## src/hw/rtl/rfvb_pkg.sv

```systemverilog
// shared types, codes and defaults for the replica fifo with vc binding
package rfvb_pkg;

  // default sizes
  localparam int FIFO_DEPTH_DEF   = 16;
  localparam int BIND_ENTRIES_DEF = 16;

  // field widths
  localparam int MODE_W   = 2;
  localparam int PID_W    = 16;
  localparam int KIND_W   = 2;
  localparam int PORT_W   = 3;
  localparam int HANDLE_W = 32;
  localparam int VC_W     = 4;
  localparam int STATUS_W = 3;

  // request modes
  localparam logic [MODE_W-1:0] MODE_PUSH  = 2'd0;
  localparam logic [MODE_W-1:0] MODE_QUERY = 2'd1;
  localparam logic [MODE_W-1:0] MODE_GRANT = 2'd2;
  localparam logic [MODE_W-1:0] MODE_POP   = 2'd3;

  // flit kinds
  localparam logic [KIND_W-1:0] KIND_HEAD      = 2'd0;
  localparam logic [KIND_W-1:0] KIND_BODY      = 2'd1;
  localparam logic [KIND_W-1:0] KIND_TAIL      = 2'd2;
  localparam logic [KIND_W-1:0] KIND_HEAD_TAIL = 2'd3;

  // status codes
  localparam logic [STATUS_W-1:0] ST_OK       = 3'd0;
  localparam logic [STATUS_W-1:0] ST_FULL     = 3'd1;
  localparam logic [STATUS_W-1:0] ST_EMPTY    = 3'd2;
  localparam logic [STATUS_W-1:0] ST_CONFLICT = 3'd3;
  localparam logic [STATUS_W-1:0] ST_NONHEAD  = 3'd4;
  localparam logic [STATUS_W-1:0] ST_MISSING  = 3'd5;

  // one buffered replica
  typedef struct packed {
    logic [PID_W-1:0]    pid;
    logic [KIND_W-1:0]   kind;
    logic [PORT_W-1:0]   port;
    logic [HANDLE_W-1:0] handle;
  } rfvb_entry_t;

  // controller to datapath commands
  typedef struct packed {
    logic latch;   // capture accepted request
    logic push;    // write entry store on push
    logic read;    // read front entry
    logic match;   // compare front key against binding table
    logic commit;  // update table and pointers, load result
  } rfvb_cmd_t;

  // datapath to controller status
  typedef struct packed {
    logic out_busy;  // result register still holds an untaken result
  } rfvb_sts_t;

endpackage

```

## src/hw/rtl/rfvb_ctrl.sv

```systemverilog
// sequencing state machine for the replica fifo with vc binding
module rfvb_ctrl (
  input  logic                clk,
  input  logic                rst,
  input  logic                in_valid,
  output logic                in_ready,
  input  rfvb_pkg::rfvb_sts_t sts,
  output rfvb_pkg::rfvb_cmd_t cmd
);
  import rfvb_pkg::*;

  typedef enum logic [4:0] {
    S_IDLE  = 5'b00001,
    S_EXEC  = 5'b00010,
    S_READ  = 5'b00100,
    S_MATCH = 5'b01000,
    S_DONE  = 5'b10000
  } state_t;

  state_t state;
  state_t state_next;

  // next state and commands
  always_comb begin
    state_next = state;
    cmd        = '0;
    in_ready   = 1'b0;
    case (state)
      S_IDLE: begin
        in_ready  = 1'b1;
        cmd.latch = in_valid;
        if (in_valid) state_next = S_EXEC;
      end
      S_EXEC: begin
        cmd.push   = 1'b1;
        state_next = S_READ;
      end
      S_READ: begin
        cmd.read   = 1'b1;
        state_next = S_MATCH;
      end
      S_MATCH: begin
        cmd.match  = 1'b1;
        state_next = S_DONE;
      end
      S_DONE: begin
        if (!sts.out_busy) begin
          cmd.commit = 1'b1;
          state_next = S_IDLE;
        end
      end
      default: state_next = S_IDLE;
    endcase
  end

  // state register
  always_ff @(posedge clk) begin
    if (rst) state <= S_IDLE;
    else     state <= state_next;
  end

  // a result is only loaded into a free output register
  a_commit_free: assert property (@(posedge clk) disable iff (rst)
    cmd.commit |-> !sts.out_busy) else $error("commit while output busy");

  // an accepted request runs its execute step next
  a_accept_exec: assert property (@(posedge clk) disable iff (rst)
    (in_valid && in_ready) |=> (cmd.push && !in_ready))
    else $error("accepted request did not start");

  // no new request while one is in flight
  a_ready_idle: assert property (@(posedge clk) disable iff (rst)
    cmd.push |=> !in_ready) else $error("ready raised mid request");

endmodule

```

## src/hw/rtl/rfvb_dp.sv

```systemverilog
// datapath: entry store, pointers, binding table and result register
module rfvb_dp #(
  parameter int FIFO_DEPTH   = rfvb_pkg::FIFO_DEPTH_DEF,
  parameter int BIND_ENTRIES = rfvb_pkg::BIND_ENTRIES_DEF
) (
  input  logic                            clk,
  input  logic                            rst,
  input  rfvb_pkg::rfvb_cmd_t             cmd,
  output rfvb_pkg::rfvb_sts_t             sts,
  input  logic [rfvb_pkg::MODE_W-1:0]     mode,
  input  logic [rfvb_pkg::PID_W-1:0]      packet_id,
  input  logic [rfvb_pkg::KIND_W-1:0]     flit_kind,
  input  logic [rfvb_pkg::PORT_W-1:0]     out_port,
  input  logic [rfvb_pkg::HANDLE_W-1:0]   flit_handle,
  input  logic [rfvb_pkg::VC_W-1:0]       grant_vc,
  output logic                            out_valid,
  input  logic                            out_ready,
  output logic                            front_valid,
  output logic [rfvb_pkg::PID_W-1:0]      front_packet_id,
  output logic [rfvb_pkg::KIND_W-1:0]     front_kind,
  output logic [rfvb_pkg::PORT_W-1:0]     front_port,
  output logic [rfvb_pkg::HANDLE_W-1:0]   front_handle,
  output logic                            vc_bound,
  output logic [rfvb_pkg::VC_W-1:0]       front_vc,
  output logic [rfvb_pkg::STATUS_W-1:0]   status
);
  import rfvb_pkg::*;

  localparam int PTR_W = $clog2(FIFO_DEPTH);
  localparam int CNT_W = $clog2(FIFO_DEPTH + 1);
  localparam logic [CNT_W-1:0] CNT_FULL = CNT_W'(FIFO_DEPTH);
  localparam logic [PTR_W-1:0] PTR_LAST = PTR_W'(FIFO_DEPTH - 1);

  // captured request
  logic [MODE_W-1:0] op_mode;
  rfvb_entry_t       op_entry;
  logic [VC_W-1:0]   op_vc;
  logic              op_full;
  logic              op_empty;

  // fifo state
  rfvb_entry_t      mem [FIFO_DEPTH];
  rfvb_entry_t      rd_q;
  logic [PTR_W-1:0] rp;
  logic [PTR_W-1:0] wp;
  logic [CNT_W-1:0] count;

  // binding table
  logic [BIND_ENTRIES-1:0] bind_valid;
  logic [PID_W-1:0]        bind_pid  [BIND_ENTRIES];
  logic [PORT_W-1:0]       bind_port [BIND_ENTRIES];
  logic [VC_W-1:0]         bind_vc   [BIND_ENTRIES];
  logic [BIND_ENTRIES-1:0] match_q;
  logic [BIND_ENTRIES-1:0] free_q;

  // commit-time decode
  logic              is_head;
  logic              is_tail;
  logic              hit;
  logic [VC_W-1:0]   hit_vc;
  logic              do_grant;
  logic              do_unbind;
  logic              do_pop;
  logic [STATUS_W-1:0] res_status;
  logic              res_valid;
  logic              res_bound;
  logic [VC_W-1:0]   res_vc;

  assign sts.out_busy = out_valid && !out_ready;

  // request capture
  always_ff @(posedge clk) begin
    if (cmd.latch) begin
      op_mode         <= mode;
      op_entry.pid    <= packet_id;
      op_entry.kind   <= flit_kind;
      op_entry.port   <= out_port;
      op_entry.handle <= flit_handle;
      op_vc           <= grant_vc;
      op_full         <= (count == CNT_FULL);
      op_empty        <= (count == '0);
    end
  end

  // entry store write and registered front read
  always_ff @(posedge clk) begin
    if (cmd.push && op_mode == MODE_PUSH && !op_full) mem[wp] <= op_entry;
    if (cmd.read) rd_q <= mem[rp];
  end

  // pointers and fill count
  always_ff @(posedge clk) begin
    if (rst) begin
      rp    <= '0;
      wp    <= '0;
      count <= '0;
    end else begin
      if (cmd.push && op_mode == MODE_PUSH && !op_full) begin
        wp    <= (wp == PTR_LAST) ? '0 : wp + 1'b1;
        count <= count + 1'b1;
      end
      if (do_pop) begin
        rp    <= (rp == PTR_LAST) ? '0 : rp + 1'b1;
        count <= count - 1'b1;
      end
    end
  end

  // key compare and lowest free slot
  always_ff @(posedge clk) begin
    if (cmd.match) begin
      for (int i = 0; i < BIND_ENTRIES; i++) begin
        match_q[i] <= bind_valid[i] && bind_pid[i] == rd_q.pid &&
                      bind_port[i] == rd_q.port;
      end
      free_q <= ~bind_valid & (bind_valid + BIND_ENTRIES'(1));
    end
  end

  // matched channel, at most one slot matches
  always_comb begin
    hit_vc = '0;
    for (int i = 0; i < BIND_ENTRIES; i++) begin
      hit_vc = hit_vc | (bind_vc[i] & {VC_W{match_q[i]}});
    end
  end

  assign hit     = |match_q;
  assign is_head = (rd_q.kind == KIND_HEAD) || (rd_q.kind == KIND_HEAD_TAIL);
  assign is_tail = (rd_q.kind == KIND_TAIL) || (rd_q.kind == KIND_HEAD_TAIL);

  // result and table update decisions
  always_comb begin
    res_status = ST_OK;
    res_valid  = 1'b1;
    res_bound  = hit;
    res_vc     = hit_vc;
    do_grant   = 1'b0;
    do_unbind  = 1'b0;
    do_pop     = 1'b0;
    if (op_mode != MODE_PUSH && op_empty) begin
      res_status = ST_EMPTY;
      res_valid  = 1'b0;
      res_bound  = 1'b0;
      res_vc     = '0;
    end else begin
      case (op_mode)
        MODE_PUSH: begin
          if (op_full) res_status = ST_FULL;
        end
        MODE_QUERY: begin
          if (!is_head && !hit) res_status = ST_MISSING;
        end
        MODE_GRANT: begin
          if (!is_head) begin
            res_status = ST_NONHEAD;
          end else if (hit || free_q == '0) begin
            res_status = ST_CONFLICT;
          end else begin
            do_grant  = cmd.commit;
            res_bound = 1'b1;
            res_vc    = op_vc;
          end
        end
        MODE_POP: begin
          do_pop = cmd.commit;
          if (is_tail && !hit) res_status = ST_MISSING;
          if (is_tail) do_unbind = cmd.commit;
        end
        default: res_status = ST_OK;
      endcase
    end
  end

  // binding table valid bits
  always_ff @(posedge clk) begin
    if (rst) begin
      bind_valid <= '0;
    end else if (do_grant) begin
      bind_valid <= bind_valid | free_q;
    end else if (do_unbind) begin
      bind_valid <= bind_valid & ~match_q;
    end
  end

  // binding table payload
  always_ff @(posedge clk) begin
    for (int i = 0; i < BIND_ENTRIES; i++) begin
      if (do_grant && free_q[i]) begin
        bind_pid[i]  <= rd_q.pid;
        bind_port[i] <= rd_q.port;
        bind_vc[i]   <= op_vc;
      end
    end
  end

  // result register
  always_ff @(posedge clk) begin
    if (rst) begin
      out_valid <= 1'b0;
    end else if (cmd.commit) begin
      out_valid <= 1'b1;
    end else if (out_ready) begin
      out_valid <= 1'b0;
    end
  end

  always_ff @(posedge clk) begin
    if (cmd.commit) begin
      front_valid     <= res_valid;
      front_packet_id <= res_valid ? rd_q.pid    : '0;
      front_kind      <= res_valid ? rd_q.kind   : '0;
      front_port      <= res_valid ? rd_q.port   : '0;
      front_handle    <= res_valid ? rd_q.handle : '0;
      vc_bound        <= res_bound;
      front_vc        <= res_vc;
      status          <= res_status;
    end
  end

  // fill count never passes the depth
  a_count_max: assert property (@(posedge clk) disable iff (rst)
    count <= CNT_FULL) else $error("fifo count overflow");

  // keys in the binding table are unique
  a_match_unique: assert property (@(posedge clk) disable iff (rst)
    cmd.commit |-> $onehot0(match_q)) else $error("duplicate binding key");

  // a grant takes exactly one free slot
  a_grant_slot: assert property (@(posedge clk) disable iff (rst)
    do_grant |-> $onehot(free_q)) else $error("grant without single free slot");

  // a pop never happens on an empty buffer
  a_pop_nonempty: assert property (@(posedge clk) disable iff (rst)
    do_pop |-> (count != '0)) else $error("pop on empty fifo");

endmodule

```

## src/hw/rtl/replica_fifo_with_vc_binding_core.sv

```systemverilog
// top level of the replica fifo with output vc binding
//
// Input channel (in_valid/in_ready) carries one request per item: mode
// selects push, query front, grant vc to a head front, or pop front, with
// packet_id, flit_kind, out_port and flit_handle used by push and grant_vc
// by grant. Output channel (out_valid/out_ready) returns exactly one result
// per request: the front entry (or the popped entry on pop), its binding
// and a status code.
//
// Each accepted request runs execute (store write), entry store read,
// parallel key compare over the binding table, then commit, which loads
// the result register and raises out_valid. in_ready is high only while
// no request is in flight, so a new request is accepted only after the previous one has committed.
//
// A finished result sits in the output register; the next request is
// accepted while it waits, and that request stalls at commit until the
// receiver takes the pending result. Reset empties the fifo and clears
// every binding valid bit at once; the entry store itself is not cleared.
module replica_fifo_with_vc_binding_core #(
  parameter int FIFO_DEPTH   = rfvb_pkg::FIFO_DEPTH_DEF,
  parameter int BIND_ENTRIES = rfvb_pkg::BIND_ENTRIES_DEF
) (
  input  logic                            clk,
  input  logic                            rst,
  input  logic                            in_valid,
  output logic                            in_ready,
  input  logic [rfvb_pkg::MODE_W-1:0]     mode,
  input  logic [rfvb_pkg::PID_W-1:0]      packet_id,
  input  logic [rfvb_pkg::KIND_W-1:0]     flit_kind,
  input  logic [rfvb_pkg::PORT_W-1:0]     out_port,
  input  logic [rfvb_pkg::HANDLE_W-1:0]   flit_handle,
  input  logic [rfvb_pkg::VC_W-1:0]       grant_vc,
  output logic                            out_valid,
  input  logic                            out_ready,
  output logic                            front_valid,
  output logic [rfvb_pkg::PID_W-1:0]      front_packet_id,
  output logic [rfvb_pkg::KIND_W-1:0]     front_kind,
  output logic [rfvb_pkg::PORT_W-1:0]     front_port,
  output logic [rfvb_pkg::HANDLE_W-1:0]   front_handle,
  output logic                            vc_bound,
  output logic [rfvb_pkg::VC_W-1:0]       front_vc,
  output logic [rfvb_pkg::STATUS_W-1:0]   status
);
  import rfvb_pkg::*;

  rfvb_cmd_t cmd;
  rfvb_sts_t sts;

  // sequencer
  rfvb_ctrl u_ctrl (
    .clk      (clk),
    .rst      (rst),
    .in_valid (in_valid),
    .in_ready (in_ready),
    .sts      (sts),
    .cmd      (cmd)
  );

  // storage and result datapath
  rfvb_dp #(
    .FIFO_DEPTH   (FIFO_DEPTH),
    .BIND_ENTRIES (BIND_ENTRIES)
  ) u_dp (
    .clk             (clk),
    .rst             (rst),
    .cmd             (cmd),
    .sts             (sts),
    .mode            (mode),
    .packet_id       (packet_id),
    .flit_kind       (flit_kind),
    .out_port        (out_port),
    .flit_handle     (flit_handle),
    .grant_vc        (grant_vc),
    .out_valid       (out_valid),
    .out_ready       (out_ready),
    .front_valid     (front_valid),
    .front_packet_id (front_packet_id),
    .front_kind      (front_kind),
    .front_port      (front_port),
    .front_handle    (front_handle),
    .vc_bound        (vc_bound),
    .front_vc        (front_vc),
    .status          (status)
  );

endmodule

```

## config.mk

```make
export PLATFORM = sky130hd
export DESIGN_NAME = replica_fifo_with_vc_binding_core
export DESIGN_NICKNAME = d
export VERILOG_FILES = /design/src/hw/rtl/rfvb_pkg.sv /design/src/hw/rtl/rfvb_ctrl.sv /design/src/hw/rtl/rfvb_dp.sv /design/src/hw/rtl/replica_fifo_with_vc_binding_core.sv
export SDC_FILE = /design/constraint.sdc
export NUM_CORES = 1
export LEC_CHECK = 0
export BUFFER_PORTS_ARGS = -buffer_cell sky130_fd_sc_hd__buf_2
export CAP_MARGIN = 5
export CORE_MARGIN = 2
export CORE_UTILIZATION = 45
export DETAILED_ROUTE_END_ITERATION = 8
export GPL_ROUTABILITY_DRIVEN = 0
export PLACE_DENSITY_LB_ADDON = 0.2
export SLEW_MARGIN = 40
export SYNTH_ARGS = -nofsm -noshare
export SYNTH_HDL_FRONTEND = slang
export SYNTH_SLANG_ARGS = --single-unit
```

## constraint.sdc

```tcl
create_clock -name clk -period 5.69 [get_ports clk]
set_input_delay 1.138 -clock clk [delete_from_list [all_inputs] [get_ports clk]]
set_output_delay 1.138 -clock clk [all_outputs]
set_load 0.02 [all_outputs]
```

==> impl_metrics.env <==
export IMPL_cts_root_buf="clkbuf_16"
export IMPL_critPathBufInv=1
export IMPL_dpl_worst_slack_ns=2.15
export IMPL_max_slew_margin=0.424
export IMPL_synth_async_reset_ratio=0
export IMPL_crit_path_end_kind="flop"
export IMPL_die_h_um=357
export IMPL_drc=0
export IMPL_worst_slack_ns=2.14
export IMPL_outcome="complete, no violations"
export IMPL_setup_violations_final=0
export IMPL_hold_buffers=0
export IMPL_skew_ns=0.0217
export IMPL_synth_seq_cells=1459
export IMPL_pwr_density_cell_nw_per_um2=338
export IMPL_met2_usage=0.352
export IMPL_arrival_ns=3.96
export IMPL_synth_commonest_cells="edfxtp_1, xor2_1, mux4_2, xnor2_1, mux2_2"
export IMPL_die_w_um=357
export IMPL_crit_slowest_cell="and2_4"
export IMPL_clk_path_buf_depth=3
export IMPL_critPathTopFamily="simple AND/OR/NAND/NOR gates"
export IMPL_vias_per_cell=5.64
export IMPL_fmax_mhz=282
export IMPL_post_route_min_period_ns=3.55
export IMPL_reg2regPathDepth=5
export IMPL_p_leak_uw=0.0199
export IMPL_core_um2=124000
export IMPL_cp_start_kind="flop"
export IMPL_drt_iter0_drc=2446
export IMPL_syn_area_um2=56000
export IMPL_cp_slowest_stage_delay_ns=0.73
export IMPL_grt_pass1_vias=29200
export IMPL_gr_usage_all_layers=0.202
export IMPL_cts_tree="done"
export IMPL_totalWireLength_mm=127
export IMPL_postSynthAreaPerCell_um2=19.4
export IMPL_p_clk_frac=0.436
export IMPL_clk_latency_ns=0.77
export IMPL_grt_util_met1=0.258
export IMPL_p_int_uw=17200
export IMPL_hold_end="u_dp.bind_pid[1][9]"
export IMPL_pwr_share_seq=0.557
export IMPL_hold_path_class="flop to flop"
export IMPL_hpwlAfterDp_mm=70.7
export IMPL_netlist_instances=2885
export IMPL_drt_pre_antenna_iters=5
export IMPL_ys_warn_count=0
export IMPL_finalCritPeriodShare=0.623
export IMPL_synth_top_area_cell="edfxtp_1"
export IMPL_final_cells=4851
export IMPL_grt_max_degree=68
export IMPL_die_area_um2=127000
export IMPL_crit_required_ns=6.10
export IMPL_met3_usage=0.0342
export IMPL_crit_path_cell_trace="nor3_1 -> nand4b_1 -> nor3b_1 -> and2_4 -> buf_4"
export IMPL_reg2reg_to="u_dp.mem[8][41]"
export IMPL_start_util=0.453
export IMPL_ios=127
export IMPL_core_rowCount=129
export IMPL_busiest_layer="met2"
export IMPL_cts_sinks=1459
export IMPL_crit_type="flop to flop"
export IMPL_finalMaxSlewViolations=0
export IMPL_seq_area_frac_synth=0.776
export IMPL_hp_start="u_dp.rd_q[46]"
export IMPL_final_setup_tns_ns=0
export IMPL_worst_pin_slew_ns=0.863
export IMPL_r2r_slack_ns=2.14
export IMPL_grt_pass1_wl_mm=189
export IMPL_synth_most_common_cell="edfxtp_1"
export IMPL_via_count=27400
export IMPL_post_cts_setup_buffers=0
export IMPL_clk_pin_slew_ns=0.06
export IMPL_ir_drop_mv=0.305
export IMPL_synth_edff_count=1424
export IMPL_cts_resized=0
export IMPL_overflow=0
export IMPL_swShare=0.200
export IMPL_p_comb_frac=0.006
export IMPL_dp_cells=4580
export IMPL_yosysTopAreaCellShare=0.764
export IMPL_drive_gt1_frac=0.227
export IMPL_cap_viol_max_count=0
export IMPL_ys_flop_type="edfxtp_1"
export IMPL_synthDistinctLibCells=63
export IMPL_cts_made_buffers=150
export IMPL_antenna_left=0
export IMPL_antenna_found_initial=3
export IMPL_nFillCells=9970
export IMPL_power_switching_uw=4300
export IMPL_fin_nets=3171
export IMPL_antennaDiodeCount=0
export IMPL_timing_rr_start="u_dp.op_mode[1]"
export IMPL_synthTopCellsByArea="edfxtp_1, mux4_2, xor2_1"
export IMPL_hold_viol_final=0
export IMPL_grt_setup_unrepaired="false"
export IMPL_hold_ws_ns=0.458
export IMPL_path_max_fanout=30
export IMPL_port_buffers=126
export IMPL_htree_levels=4
export IMPL_min_path_cells=0
export IMPL_area_growth_syn_to_layout_pct=13.5
export IMPL_fin_util=0.514
export IMPL_syn_num_nets=2959
export IMPL_wl_per_cell_um=26.2
[cell type report]
type | count | area, µm² | share of cell area
flip-flops and latches | 1459 | 43500 | 0.684
clock buffers | 191 | 3990 | 0.0628
clock inverters | 78 | 691 | 0.0109
repair buffers | 197 | 1350 | 0.0212
inverters | 30 | 118 | 0.00185
well taps | 1637 | 2050 | 0.0322
multi-input cells | 1259 | 11900 | 0.187
[cell families after synthesis]
family,count (synthesis),share of synthesized area
AO/OA/AOI/OAI,288,0.0348
XOR/XNOR,309,0.0483
adder cells (fa/ha/maj),11,0.00259
buffers and inverters,167,0.0132
flip-flops,1459,0.776
multiplexers,271,0.0864
AND/OR/NAND/NOR,380,0.0385
[state kept, by name, summed over array words and instances, names as in the netlist, 32 cells and up]
register / flops
u_dp.bind_port: 48
u_dp.mem: 848
u_dp.op_entry: 53
u_dp.front_handle: 32
u_dp.bind_vc: 64
u_dp.rd_q: 53
u_dp.bind_pid: 256
[layer usage]
metal	vias up	share of wire	wire length, µm
met3	243	0.044	5620
met2	747	0.51	65400
met1	14400	0.41	52400
met5	-	0	0
li1	12000	-	-
met4	0	0.029	3710
[power by group through the flow]
| stage | sequential [µW] | clock, µW | combinational (µW) |
|---|---|---|---|
| 2_1_floorplan | 12100 | 0 | 61.4 |
| 3_3_place_gp | 12200 | 0 | 135 |
| 3_5_place_dp | 12200 | 0 | 140 |
| 4_1_cts | 12000 | 9560 | 140 |
| 5_1_grt | 12000 | 9990 | 148 |
| 6_report | 12000 | 9370 | 136 |
[cell usage in the layout (no fill, tap or decap), drive strengths merged, types with 19 or more instances in the layout]
cell type / count
buf: 197
nand4: 39
mux2: 107
clkinv: 61
nor2: 70
nor3: 27
nand2: 32
inv: 38
o22ai: 49
xor2: 193
a22oi: 59
mux4: 159
a21oi: 59
clkbuf: 191
and4: 19
edfxtp: 1424
nor4: 60
nand3: 21
o21ai: 59
and2: 74
a221oi: 27
xnor2: 116
dfxtp: 35
[worst max-delay path by stage]
stage | from | end | slack, ns | depth (start not counted)
floorplan | out_ready | u_dp.count[4] | 1.02 | 9
global placement | u_dp.op_mode[1] | u_dp.mem[9][32] | 2.18 | 5
detailed placement | u_dp.op_mode[1] | u_dp.mem[8][34] | 2.15 | 5
CTS | u_dp.op_mode[1] | u_dp.mem[8][41] | 2.13 | 5
global route | u_dp.op_mode[1] | u_dp.mem[8][41] | 2.01 | 5
finish | u_dp.op_mode[1] | u_dp.mem[8][41] | 2.14 | 5
[metrics by stage]
| stage | instance area (µm²) | power, µW |
|---|---|---|
| after floorplan | 56000 | 12200 |
| after global placement | 58700 | 12300 |
| after detailed placement | 58800 | 12400 |
| after CTS | 63500 | 21700 |
| after global routing | 63600 | 22100 |
| final | 63600 | 21500 |
Note: power is estimated with default switching activity, not from simulation.
